**src/rtl/core/rwav_pkg.sv**
```systemverilog
// Shared types and constants for the WAV stream decoder.
// Holds the result record, result kinds, status codes and RIFF tags.
// No dependencies.
package rwav_pkg;

   localparam int RESULT_FIFO_DEPTH = 4;

   localparam logic [1:0] KIND_SAMPLE = 2'd0;
   localparam logic [1:0] KIND_FORMAT = 2'd1;
   localparam logic [1:0] KIND_END    = 2'd2;

   localparam logic [2:0] ST_OK        = 3'd0;
   localparam logic [2:0] ST_TOO_SMALL = 3'd1;
   localparam logic [2:0] ST_NOT_WAVE  = 3'd2;
   localparam logic [2:0] ST_NO_FMT    = 3'd3;
   localparam logic [2:0] ST_NO_DATA   = 3'd4;
   localparam logic [2:0] ST_NO_CHAN   = 3'd5;
   localparam logic [2:0] ST_BAD_DEPTH = 3'd6;

   localparam logic [31:0] TAG_RIFF = 32'h5249_4646;
   localparam logic [31:0] TAG_WAVE = 32'h5741_5645;
   localparam logic [31:0] TAG_FMT  = 32'h666D_7420;
   localparam logic [31:0] TAG_DATA = 32'h6461_7461;

   localparam logic [15:0] FMT_FLOAT = 16'h0003;
   localparam logic [15:0] FMT_EXT   = 16'hFFFE;
   localparam logic [5:0]  MIN_FILE  = 6'd44;

   typedef struct packed {
      logic [1:0]  kind;
      logic [31:0] sample_value;
      logic [15:0] sample_channel;
      logic        sample_is_float;
      logic [15:0] channel_count;
      logic [31:0] sample_rate;
      logic [15:0] bits_per_sample;
      logic        format_is_float;
      logic [2:0]  status;
      logic        last_of_run;
   } result_type;

endpackage

```
**src/rtl/core/riff_wave_pcm_stream_decoder_core.sv**
```systemverilog
// Top level of the WAV byte-stream decoder.
// Instantiates rwav_parser and rwav_result_fifo; depends on rwav_pkg.
//
// The decoder takes one file byte per request, one request per cycle, and
// answers with samples, one format result at the start of the data chunk and
// one end status on the byte marked end of file. A request is registered,
// decoded once the result queue has room, and its results are written to
// that queue, whose head drives the response channel. A byte can cause two
// results (last sample or format result, then the end status); the result
// queue holds FifoDepth entries, and requests are taken whenever it has two
// free entries, which with the default depth sustains one byte per cycle
// while responses are taken every cycle.
module riff_wave_pcm_stream_decoder_core #(
   parameter int FifoDepth = rwav_pkg::RESULT_FIFO_DEPTH
) (
   input  logic               clock,
   input  logic               reset,
   input  logic               req_valid,
   output logic               req_ready,
   input  logic [7:0]         req_data_byte,
   input  logic               req_end_of_file,
   output logic               rsp_valid,
   input  logic               rsp_ready,
   output logic [1:0]         rsp_kind,
   output logic signed [31:0] rsp_sample_value,
   output logic [15:0]        rsp_sample_channel,
   output logic               rsp_sample_is_float,
   output logic [15:0]        rsp_channel_count,
   output logic [31:0]        rsp_sample_rate,
   output logic [15:0]        rsp_bits_per_sample,
   output logic               rsp_format_is_float,
   output logic [2:0]         rsp_status,
   output logic               rsp_last_of_run
);
   import rwav_pkg::*;

   logic       room2;
   logic [1:0] push_cnt;
   result_type res0;
   result_type res1;
   result_type head;

   rwav_parser u_parser (
      .clock           (clock),
      .reset           (reset),
      .req_valid       (req_valid),
      .req_ready       (req_ready),
      .req_data_byte   (req_data_byte),
      .req_end_of_file (req_end_of_file),
      .room2           (room2),
      .push_cnt        (push_cnt),
      .res0            (res0),
      .res1            (res1)
   );

   rwav_result_fifo #(
      .Depth (FifoDepth)
   ) u_fifo (
      .clock     (clock),
      .reset     (reset),
      .push_cnt  (push_cnt),
      .res0      (res0),
      .res1      (res1),
      .room2     (room2),
      .rsp_valid (rsp_valid),
      .rsp_ready (rsp_ready),
      .head      (head)
   );

   assign rsp_kind            = head.kind;
   assign rsp_sample_value    = head.sample_value;
   assign rsp_sample_channel  = head.sample_channel;
   assign rsp_sample_is_float = head.sample_is_float;
   assign rsp_channel_count   = head.channel_count;
   assign rsp_sample_rate     = head.sample_rate;
   assign rsp_bits_per_sample = head.bits_per_sample;
   assign rsp_format_is_float = head.format_is_float;
   assign rsp_status          = head.status;
   assign rsp_last_of_run     = head.last_of_run;

endmodule

```
**src/rtl/core/rwav_parser.sv**
```systemverilog
// Byte parser of the WAV stream decoder: input register, chunk walker,
// format capture and sample assembly, giving up to two results per byte.
// Depends on rwav_pkg.
module rwav_parser (
   input  logic               clock,
   input  logic               reset,
   input  logic               req_valid,
   output logic               req_ready,
   input  logic [7:0]         req_data_byte,
   input  logic               req_end_of_file,
   input  logic               room2,
   output logic [1:0]         push_cnt,
   output rwav_pkg::result_type res0,
   output rwav_pkg::result_type res1
);
   import rwav_pkg::*;

   typedef enum logic [2:0] {
      PH_RIFF, PH_HDR, PH_BODY, PH_DATA, PH_PAD, PH_HALT
   } phase_type;

   logic        in_valid_ff, in_valid_in;
   logic [7:0]  in_byte_ff;
   logic        in_eof_ff;
   logic        advance;

   phase_type   phase_ff, phase_in;
   logic [5:0]  hbc_ff, hbc_in;
   logic [31:0] tag_ff, tag_in;
   logic [31:0] rem_ff, rem_in;
   logic [5:0]  off_ff, off_in;
   logic        pad_ff, pad_in;
   logic [15:0] fmt_tag_ff, fmt_tag_in;
   logic [15:0] chan_ff, chan_in;
   logic [31:0] rate_ff, rate_in;
   logic [15:0] depth_ff, depth_in;
   logic [1:0]  float_ff, float_in;
   logic        have_fmt_ff, have_fmt_in;
   logic        have_smp_ff, have_smp_in;
   logic [31:0] acc_ff, acc_in;
   logic [1:0]  bis_ff, bis_in;
   logic [15:0] ci_ff, ci_in;
   logic [2:0]  err_ff, err_in;

   assign advance   = in_valid_ff && room2;
   assign req_ready = !in_valid_ff || room2;

   always_comb begin
      logic [7:0]  b;
      logic [32:0] size;
      logic        fmt_ok;
      logic [2:0]  st;
      logic [1:0]  last;
      logic [31:0] acc_new;
      logic        isf;
      logic [31:0] v;
      result_type  r_fmt;
      result_type  r_smp;
      result_type  r_end;
      logic        have_first;

      b        = in_byte_ff;
      size     = {1'b0, rem_ff} + {27'd0, off_ff};
      fmt_ok   = (tag_ff == TAG_FMT) && !have_smp_ff && (size >= 33'd16);
      st       = ST_OK;
      last     = (depth_ff[4:3] == 2'd0) ? 2'd3 : depth_ff[4:3] - 2'd1;
      acc_new  = acc_ff | ({24'd0, b} << {bis_ff, 3'b000});
      isf      = (float_ff == 2'd1) && (depth_ff == 16'd32);
      v        = '0;
      have_first = 1'b0;

      in_valid_in = in_valid_ff;
      if (advance) begin
         in_valid_in = 1'b0;
      end
      if (req_valid && req_ready) begin
         in_valid_in = 1'b1;
      end

      phase_in    = phase_ff;
      hbc_in      = (hbc_ff < MIN_FILE) ? hbc_ff + 6'd1 : hbc_ff;
      tag_in      = tag_ff;
      rem_in      = rem_ff;
      off_in      = off_ff;
      pad_in      = pad_ff;
      fmt_tag_in  = fmt_tag_ff;
      chan_in     = chan_ff;
      rate_in     = rate_ff;
      depth_in    = depth_ff;
      float_in    = float_ff;
      have_fmt_in = have_fmt_ff;
      have_smp_in = have_smp_ff;
      acc_in      = acc_ff;
      bis_in      = bis_ff;
      ci_in       = ci_ff;
      err_in      = err_ff;

      r_fmt = '0;
      r_fmt.kind            = KIND_FORMAT;
      r_fmt.channel_count   = chan_ff;
      r_fmt.sample_rate     = rate_ff;
      r_fmt.bits_per_sample = depth_ff;
      r_fmt.format_is_float = float_ff[0];
      r_smp = r_fmt;
      r_smp.kind            = KIND_SAMPLE;
      r_smp.sample_channel  = ci_ff;
      r_smp.sample_is_float = isf;

      unique case (phase_ff)
         PH_RIFF: begin
            tag_in = {tag_ff[23:0], b};
            if (off_ff == 6'd3 && tag_in != TAG_RIFF) begin
               err_in = ST_NOT_WAVE;
            end
            if (off_ff == 6'd11) begin
               if (tag_in != TAG_WAVE) begin
                  err_in = ST_NOT_WAVE;
               end
               off_in   = '0;
               phase_in = (err_in != ST_OK) ? PH_HALT : PH_HDR;
            end else begin
               off_in = off_ff + 6'd1;
            end
         end
         PH_HDR: begin
            if (off_ff < 6'd4) begin
               tag_in = {tag_ff[23:0], b};
               if (off_ff == 6'd0) begin
                  rem_in = '0;
               end
               off_in = off_ff + 6'd1;
            end else begin
               rem_in[{off_ff[1:0], 3'b000} +: 8] = b;
               if (off_ff < 6'd7) begin
                  off_in = off_ff + 6'd1;
               end else begin
                  pad_in = rem_in[0];
                  if (tag_ff == TAG_DATA && !have_smp_ff) begin
                     if (!have_fmt_ff) begin
                        st = ST_NO_FMT;
                     end else if (chan_ff == 16'd0) begin
                        st = ST_NO_CHAN;
                     end else if (depth_ff != 16'd8 && depth_ff != 16'd16 &&
                                  depth_ff != 16'd24 && depth_ff != 16'd32) begin
                        st = ST_BAD_DEPTH;
                     end
                     r_fmt.status = st;
                     have_first   = 1'b1;
                     if (st != ST_OK) begin
                        err_in   = st;
                        phase_in = PH_HALT;
                     end else begin
                        have_smp_in = 1'b1;
                        acc_in      = '0;
                        bis_in      = '0;
                        ci_in       = '0;
                        off_in      = '0;
                        phase_in    = (rem_in == 32'd0) ? PH_HDR : PH_DATA;
                     end
                  end else begin
                     off_in   = '0;
                     phase_in = (rem_in == 32'd0) ? PH_HDR : PH_BODY;
                  end
               end
            end
         end
         PH_BODY: begin
            if (fmt_ok) begin
               case (off_ff) inside
                  6'd0, 6'd1: fmt_tag_in[{off_ff[0], 3'b000} +: 8] = b;
                  6'd2, 6'd3: chan_in[{off_ff[0], 3'b000} +: 8] = b;
                  6'd4, 6'd5, 6'd6, 6'd7: rate_in[{off_ff[1:0], 3'b000} +: 8] = b;
                  6'd14: depth_in[7:0] = b;
                  6'd15: begin
                     depth_in[15:8] = b;
                     float_in       = {1'b0, fmt_tag_ff == FMT_FLOAT};
                     have_fmt_in    = 1'b1;
                  end
                  6'd24: begin
                     if (fmt_tag_ff == FMT_EXT && size >= 33'd40) begin
                        float_in = (b == FMT_FLOAT[7:0]) ? 2'd2 : 2'd0;
                     end
                  end
                  6'd25: begin
                     if (fmt_tag_ff == FMT_EXT && size >= 33'd40) begin
                        float_in = (float_ff == 2'd2 && b == FMT_FLOAT[15:8])
                                   ? 2'd1 : 2'd0;
                     end
                  end
                  default: ;
               endcase
            end
            rem_in = rem_ff - 32'd1;
            off_in = (off_ff < 6'd63) ? off_ff + 6'd1 : off_ff;
            if (rem_in == 32'd0) begin
               off_in   = '0;
               phase_in = pad_ff ? PH_PAD : PH_HDR;
            end
         end
         PH_DATA: begin
            if (bis_ff == last) begin
               if (isf || depth_ff == 16'd32) begin
                  v = acc_new;
               end else if (depth_ff == 16'd8) begin
                  v = {~acc_new[7], acc_new[6:0], 24'd0};
               end else if (depth_ff == 16'd16) begin
                  v = {acc_new[15:0], 16'd0};
               end else begin
                  v = {acc_new[23:0], 8'd0};
               end
               r_smp.sample_value = v;
               have_first = 1'b1;
               ci_in  = (({1'b0, ci_ff} + 17'd1) >= {1'b0, chan_ff}) ? 16'd0
                        : ci_ff + 16'd1;
               acc_in = '0;
               bis_in = '0;
            end else begin
               acc_in = acc_new;
               bis_in = bis_ff + 2'd1;
            end
            rem_in = rem_ff - 32'd1;
            if (rem_in == 32'd0) begin
               off_in   = '0;
               phase_in = pad_ff ? PH_PAD : PH_HDR;
            end
         end
         PH_PAD: begin
            phase_in = PH_HDR;
            off_in   = '0;
         end
         PH_HALT: ;
         default: ;
      endcase

      r_end = '0;
      r_end.kind            = KIND_END;
      r_end.channel_count   = chan_in;
      r_end.sample_rate     = rate_in;
      r_end.bits_per_sample = depth_in;
      r_end.format_is_float = float_in[0];
      r_end.last_of_run     = 1'b1;
      if (hbc_in < MIN_FILE) begin
         r_end.status = ST_TOO_SMALL;
      end else if (err_in != ST_OK) begin
         r_end.status = err_in;
      end else if (!have_fmt_in) begin
         r_end.status = ST_NO_FMT;
      end else if (!have_smp_in) begin
         r_end.status = ST_NO_DATA;
      end

      res0     = (phase_ff == PH_DATA) ? r_smp : r_fmt;
      res1     = r_end;
      push_cnt = 2'd0;
      if (advance) begin
         if (have_first) begin
            res0.last_of_run = !in_eof_ff;
            push_cnt = in_eof_ff ? 2'd2 : 2'd1;
         end else if (in_eof_ff) begin
            res0     = r_end;
            push_cnt = 2'd1;
         end
      end

      if (in_eof_ff) begin
         phase_in    = PH_RIFF;
         hbc_in      = '0;
         tag_in      = '0;
         rem_in      = '0;
         off_in      = '0;
         pad_in      = 1'b0;
         fmt_tag_in  = '0;
         chan_in     = '0;
         rate_in     = '0;
         depth_in    = '0;
         float_in    = '0;
         have_fmt_in = 1'b0;
         have_smp_in = 1'b0;
         acc_in      = '0;
         bis_in      = '0;
         ci_in       = '0;
         err_in      = ST_OK;
      end
   end

   always_ff @(posedge clock) begin
      if (req_valid && req_ready) begin
         in_byte_ff <= req_data_byte;
         in_eof_ff  <= req_end_of_file;
      end
      if (reset) begin
         in_valid_ff <= 1'b0;
         phase_ff    <= PH_RIFF;
         hbc_ff      <= '0;
         tag_ff      <= '0;
         rem_ff      <= '0;
         off_ff      <= '0;
         pad_ff      <= 1'b0;
         fmt_tag_ff  <= '0;
         chan_ff     <= '0;
         rate_ff     <= '0;
         depth_ff    <= '0;
         float_ff    <= '0;
         have_fmt_ff <= 1'b0;
         have_smp_ff <= 1'b0;
         acc_ff      <= '0;
         bis_ff      <= '0;
         ci_ff       <= '0;
         err_ff      <= ST_OK;
      end else begin
         in_valid_ff <= in_valid_in;
         if (advance) begin
            phase_ff    <= phase_in;
            hbc_ff      <= hbc_in;
            tag_ff      <= tag_in;
            rem_ff      <= rem_in;
            off_ff      <= off_in;
            pad_ff      <= pad_in;
            fmt_tag_ff  <= fmt_tag_in;
            chan_ff     <= chan_in;
            rate_ff     <= rate_in;
            depth_ff    <= depth_in;
            float_ff    <= float_in;
            have_fmt_ff <= have_fmt_in;
            have_smp_ff <= have_smp_in;
            acc_ff      <= acc_in;
            bis_ff      <= bis_in;
            ci_ff       <= ci_in;
            err_ff      <= err_in;
         end
      end
   end

   // Results are only produced when the queue can take two of them.
   a_push_room: assert property (@(posedge clock) disable iff (reset)
      push_cnt != 2'd0 |-> room2)
      else $error("result pushed without queue room");

   // A second result in one step is always the closing end status.
   a_second_is_end: assert property (@(posedge clock) disable iff (reset)
      push_cnt == 2'd2 |-> (res1.kind == KIND_END && res1.last_of_run &&
                            !res0.last_of_run && res0.kind != KIND_END))
      else $error("bad second result");

   // Sample decoding only runs after a format result was accepted.
   a_data_has_format: assert property (@(posedge clock) disable iff (reset)
      phase_ff == PH_DATA |-> (have_smp_ff && have_fmt_ff && chan_ff != 16'd0))
      else $error("data phase without a valid format");

endmodule

```
**src/rtl/core/rwav_result_fifo.sv**
```systemverilog
// Result queue of the WAV stream decoder: takes up to two results per cycle
// and hands out one per cycle while the response channel is ready.
// Depends on rwav_pkg.
module rwav_result_fifo #(
   parameter int Depth = rwav_pkg::RESULT_FIFO_DEPTH
) (
   input  logic                 clock,
   input  logic                 reset,
   input  logic [1:0]           push_cnt,
   input  rwav_pkg::result_type res0,
   input  rwav_pkg::result_type res1,
   output logic                 room2,
   output logic                 rsp_valid,
   input  logic                 rsp_ready,
   output rwav_pkg::result_type head
);
   import rwav_pkg::*;

   localparam int PtrW = (Depth > 1) ? $clog2(Depth) : 1;
   localparam int CntW = $clog2(Depth + 1);
   localparam logic [PtrW-1:0] LastPtr = PtrW'(Depth - 1);

   result_type mem_ff [Depth];
   logic [PtrW-1:0] wr_ptr_ff, wr_ptr_in, wr_ptr1;
   logic [PtrW-1:0] rd_ptr_ff, rd_ptr_in;
   logic [CntW-1:0] count_ff, count_in;
   logic            pop;

   assign rsp_valid = (count_ff != '0);
   assign pop       = rsp_valid && rsp_ready;
   assign room2     = (count_ff <= CntW'(Depth - 2));
   assign head      = mem_ff[rd_ptr_ff];
   assign wr_ptr1   = (wr_ptr_ff == LastPtr) ? '0 : wr_ptr_ff + PtrW'(1);

   always_comb begin
      wr_ptr_in = wr_ptr_ff;
      if (push_cnt == 2'd1) begin
         wr_ptr_in = wr_ptr1;
      end else if (push_cnt == 2'd2) begin
         wr_ptr_in = (wr_ptr1 == LastPtr) ? '0 : wr_ptr1 + PtrW'(1);
      end
      rd_ptr_in = rd_ptr_ff;
      if (pop) begin
         rd_ptr_in = (rd_ptr_ff == LastPtr) ? '0 : rd_ptr_ff + PtrW'(1);
      end
      count_in = count_ff + CntW'(push_cnt) - CntW'(pop);
   end

   always_ff @(posedge clock) begin
      if (push_cnt != 2'd0) begin
         mem_ff[wr_ptr_ff] <= res0;
      end
      if (push_cnt == 2'd2) begin
         mem_ff[wr_ptr1] <= res1;
      end
      if (reset) begin
         wr_ptr_ff <= '0;
         rd_ptr_ff <= '0;
         count_ff  <= '0;
      end else begin
         wr_ptr_ff <= wr_ptr_in;
         rd_ptr_ff <= rd_ptr_in;
         count_ff  <= count_in;
      end
   end

   a_no_overflow: assert property (@(posedge clock) disable iff (reset)
      count_ff <= CntW'(Depth))
      else $error("result queue overflow");

endmodule

```
**config.mk**
```make
export PLATFORM = sky130hd
export DESIGN_NAME = riff_wave_pcm_stream_decoder_core
export DESIGN_NICKNAME = d
export VERILOG_FILES = /design/src/rtl/core/rwav_pkg.sv /design/src/rtl/core/riff_wave_pcm_stream_decoder_core.sv /design/src/rtl/core/rwav_parser.sv /design/src/rtl/core/rwav_result_fifo.sv
export SDC_FILE = /design/constraint.sdc
export NUM_CORES = 2
export LEC_CHECK = 0
export BUFFER_PORTS_ARGS = -buffer_cell sky130_fd_sc_hd__buf_2
export CAP_MARGIN = 10
export CORE_ASPECT_RATIO = 0.75
export CORE_MARGIN = 2
export CORE_UTILIZATION = 50
export CTS_CLUSTER_SIZE = 10
export DETAILED_ROUTE_END_ITERATION = 8
export PLACE_DENSITY = 0.66
export SYNTH_ARGS = -nofsm -noshare
export SYNTH_HDL_FRONTEND = slang
export SYNTH_HIERARCHICAL = 1
export SYNTH_SLANG_ARGS = --single-unit
```
**constraint.sdc**
```tcl
create_clock -name clock -period 22.6 [get_ports clock]
set_input_delay 4.52 -clock clock [delete_from_list [all_inputs] [get_ports clock]]
set_output_delay 4.52 -clock clock [all_outputs]
set_load 0.01 [all_outputs]
```
== Yosys cells after proc, flatten, opt, wreduce, memory -nomap -nowiden ==
Memories as Yosys holds them, arrays and structs flattened. A register that Yosys moved wholly into a read port is not among the register bits.
Cells that the tools add are included.

* Register bits after elaboration: 234
* RAM bits: 480
* Bits of input ports: 13
* Output and inout bits: 122
* Logic and storage cells: 342
* Memories: 1

* $add $sub $neg: 15
* $lt $le $gt $ge: 9
* Eq/ne operators: 56
* Shift-type cells: 5
* Mux-type cells: 174
* Bitwise operators: 2
* Reduce and logical (&&, ||, !) cells: 56

{| class="wikitable"
|+ Memory list
! memory !! words !! bits a word !! read ports !! clocked after Yosys merged registers in !! wr ports !! RTL line !! RTL
|-
| u_fifo.mem_ff || 4 || 120 || 1 || 1 || 2 || rwav_result_fifo.sv:23 || <nowiki>result_type mem_ff [Depth];</nowiki>
|}

{| class="wikitable"
|+ Operators with widths
! kind !! count
|-
| 32-bit 2-to-1 mux || 21
|-
| 16-bit 2-to-1 mux || 19
|-
| 120-bit 2-to-1 mux || 2
|-
| 119-bit 2-to-1 mux || 2
|-
| 32-bit case mux with 2 select lines || 3
|-
| 3-bit 2-to-1 mux || 34
|-
| 8-bit 2-to-1 mux || 9
|-
| 6-bit 2-to-1 mux || 11
|-
| 32-bit bitwise mux || 2
|-
| 32-bit by 31-bit equality test with 1-bit output, second input constant || 2
|-
| 32-bit zero test || 2
|-
| 2-bit 2-to-1 mux || 32
|-
| 32-bit by 31-bit inequality test with 1-bit output, second input constant || 2
|-
| 32-bit by 6-bit adder with 33-bit output || 1
|-
| 33-bit by 5-bit greater-or-equal comparator with 1-bit output, second input constant || 1
|-
| 33-bit by 6-bit greater-or-equal comparator with 1-bit output, second input constant || 1
|-
| 16-bit bitwise mux || 2
|-
| 16-bit by 5-bit inequality test with 1-bit output, second input constant || 2
|-
| 32-bit bitwise OR || 1
|-
| 16-bit case mux with 2 select lines || 1
|-
| 8-bit by 7-bit variable shift with 32-bit output, first input constant || 1
|-
| 8-bit by 7-bit variable part select with 32-bit output || 1
|-
| 8-bit by 5-bit left shift with 32-bit output || 1
|-
| 32-bit by 1-bit subtractor with 32-bit output, second input constant || 1
|-
| 68 further kinds || 163
|}

== Depth between registers and ports, before layout ==
* Depth in word-level cells: 24
* Mapped depth: 18
* Depth with buffers taken out: 16

== Hierarchy ==
The synthesis kept the hierarchy.

{| class="wikitable"
|+ By module, submodules not included
! module !! instances !! cells each !! area an instance (µm²)
|-
| rwav_result_fifo || 1 || 1,226 || 23,626.4
|-
| rwav_parser || 1 || 2,170 || 15,662.5
|}

== Worst setup path after synthesis ==
Ideal clock, no wire load.

* Path type: flip-flop to flip-flop
* Start: register u_parser.tag_ff[22]
* End: memory u_fifo/mem_ff[0][0] in the netlist's numbering, enable pin
* Setup time: 0.765 ns
* Data arrival time: 10.757 ns
* Data required time: 21.835 ns
* Setup slack: 11.078 ns
* Cell stages (with the launch flop): 12
* Buffers on the path: 0
* Period minus slack after synthesis: 11.522 ns
* Path through: dfxtp_1 > nor4bb_1 > nand4_1 > nor2_1 > nand2_1 > nor3_1 > nor2b_1 > ha_1 > nor2_1 > inv_1 > ha_1 > o21ai_0

{| class="wikitable"
|+ RTL lines
! what !! RTL line !! RTL
|-
| from (decl) || rwav_parser.sv:29 || <nowiki>logic [31:0] tag_ff, tag_in;</nowiki>
|-
| from (signal assigned) || rwav_parser.sv:315 || <nowiki>tag_ff <= tag_in;</nowiki>
|-
| to (decl) || rwav_result_fifo.sv:23 ||
|}

==> out/metrics.cfg <==
[status]
status=completed

[synthesis]
async_reset_ff_share_pct=0
synth-edff-count=489
ys_seq_elements=716
synth_ff_type=edfxtp_1
syn_area_per_cell_um2=11.6
ys_warn_count=6
syn_area_um2=39300
synth_cells=3396
ys_seq_area_share_pct=48.9
ys_types=93

[worst_setup_path]
start_kind=flop
crit_path_end_kind=output port
r2r_cells=14
cp.arrival_ps=4020
worst-path-max-fanout=49
crit_required_ps=18080
critPathKind=reg2out

[clock_network]
cts_tree=done
clockRootBuffer=clkbuf_16
clock_path_buffers=3
numCtsBuffers=83
cts_hold_buf=0
clock_latency_ps=660
htree_num_levels=3
clock_sinks=716
cts.clk_slew.worst_paths_ps=50
postCtsResizedCells=0
cts_setup_buffers=0

[pwr]
p_sw_mw=0.866
pwr-share-clk_pct=39.0
switching_share_pct=27.0
powerDensity_nw_per_um2=74.8
total_leakage_power_nw=15.9
irDropWorstVdd_v=0.0000558
combPwrFrac_pct=15.6
sequentialPowerShare_pct=45.4
p_int_mw=2.34

[layout]
drive_gt1_share_pct=27.8
final_cell_mix=mux2_2, edfxtp_1, nand2_1
layoutNonFillerInstCount=4522
num_antenna_cells=0
nNetsFinal=3487
area_growth_pct=9.15
stdcell_area_um2=42900
final_common_cell=mux2_2

[min_path]
hp-class=reg2reg
min_path_cells=2

[sta]
final-setup-viol-count=0
fin_worst_skew_ps=29.9
finalSetupTns_ps=0
rsz0062_at_grt=no
slew_headroom_pct=27.8
fin_crit_sh_pct=37.8
max_freq_mhz=117
worstMarginPinSlew_ps=1080
period_needed_ps=8540
hold_viol_final=0
slew_violations=0

[routing]
viasPerCell=6.19
drt_iter0_markers=3307
vias=28000
totalWireLength_um=110000
ant_nets=0
drc_errors=0
wl_per_cell_um=24.3
first_pass_iters=5

[floorplanning]
die_area_um2=80900
initial_core_util_pct=50.8
core_region_area_um2=77400
chipWidth_um=328
die_h_um=247
ioPinCount=135
core.rowCount=88

[grt]
grt_remaining_overflow=0
track_usage_pct=27.1
antenna_found_initial=1
grt_pass1_vias=26800
top_usage_layer=met1
use_met3_pct=5.61
grtUsageMet1_pct=41.2
gr-usage-met2_pct=39.6
grt_max_degree=64
grt_first_pass_wirelength_um=168000

[placement]
portBuffers=134
dpl.hpwl_um=69600
dpl.cell_count=4373
placed_cell_area_um2=40400
place_congestion=0.921

[run]
drv_cap=0

==> power groups by stage <==
| stage | clock, mW | combinational, mW | sequential, mW |
|---|---|---|---|
| after floorplan | 0 | 0.373 | 1.46 |
| after global placement | 0 | 0.494 | 1.49 |
| after detailed placement | 0 | 0.499 | 1.49 |
| after CTS | 1.27 | 0.501 | 1.46 |
| after global routing | 1.32 | 0.538 | 1.46 |
| final | 1.25 | 0.501 | 1.46 |
==> registers in the layout, summed over array words and instances, names as in the netlist, 3 cells and up, named ones only <==
signal,count
u_fifo/count_ff,3
u_fifo/mem_ff,480
u_parser/acc_ff,32
u_parser/chan_ff,16
u_parser/ci_ff,16
u_parser/depth_ff,16
u_parser/err_ff,3
u_parser/fmt_tag_ff,16
u_parser/hbc_ff,6
u_parser/in_byte_ff,8
u_parser/off_ff,6
u_parser/phase_ff,3
u_parser/rate_ff,32
u_parser/rem_ff,32
u_parser/tag_ff,32
==> path summary, 6_finish.rpt <==
check | start | end | slack (ps)
setup / recovery | flop | rsp_sample_rate[29] | 14060
hold / removal | u_parser/rate_ff[23] | u_parser/rate_ff[23] | 470
setup reg to reg | u_parser/depth_ff[3] | u_fifo/mem_ff[1][56] | 16200
hold reg to reg | u_parser/rate_ff[23] | u_parser/rate_ff[23] | 470
==> area by class of cell <==
type,instances,area (um2)
fill,6473,34500
inverter,82,308
sequential,716,19200
clock buffer,143,2390
tap,1035,1290
multi-input combinational,2345,18400
timing repair buffer,195,1130
clock inverter,6,75.1
==> synth_stat cells, drive strengths merged (18+ instances only) <==
master	instances	area (um2)
clkbuf	153	574
o21ai	240	1200
ha	49	613
nand4	50	328
a22o	24	210
mux2i	31	310
o22ai	28	175
inv	81	304
a21oi	163	820
buf	150	1030
a22oi	54	405
nor2b	19	119
nor3	63	325
nor4	32	206
mux2	505	5690
nand3	61	305
xnor2	30	263
edfxtp	489	14700
dfxtp	227	4540
or2	24	150
nor2	225	845
mux4	120	2700
a211oi	19	143
and2	34	213
or3	21	131
nand2	261	980
and3	18	113
a31oi	20	125
==> stage by stage <==
stage                     utilization [%]  setup WS, ps  power, mW  hold slack, ps
after CTS                            55.4         13880       3.23             470
final                                55.4         14060       3.21             470
after global routing                 55.4         13660       3.33             482
after detailed placement             52.2         14570       1.99             456
after floorplan                         -         11080       1.83             438
after global placement               52.2         14660       1.98             448
==> cells by family (layout without fill, tap and decap cells) <==
logic type / Yosys count / count (layout) / synth area share (%)
fa+ha+maj: 51 / 51 / 1.66
buf+inv: 385 / 426 / 4.87
xor+xnor: 46 / 46 / 1.03
flops: 716 / 716 / 48.9
compound gates: 650 / 650 / 10.2
other cells: 2 / 52 / 0.0191
simple gates: 890 / 890 / 11.2
mux: 656 / 656 / 22.1
==> layer usage <==
metal	routed length (um)	share of wire, %
met1	50700	46
met5	13	0.012
met3	9520	8.7
met2	47300	43
met4	2350	2.1
==> critical path, cell delays in order (launching register included) <==
cell and delay (ps):
dfxtp_4 920, buf_4 720, buf_4 810, mux4_2 600, buf_2 150
Note: power is estimated with default switching activity, not from simulation.
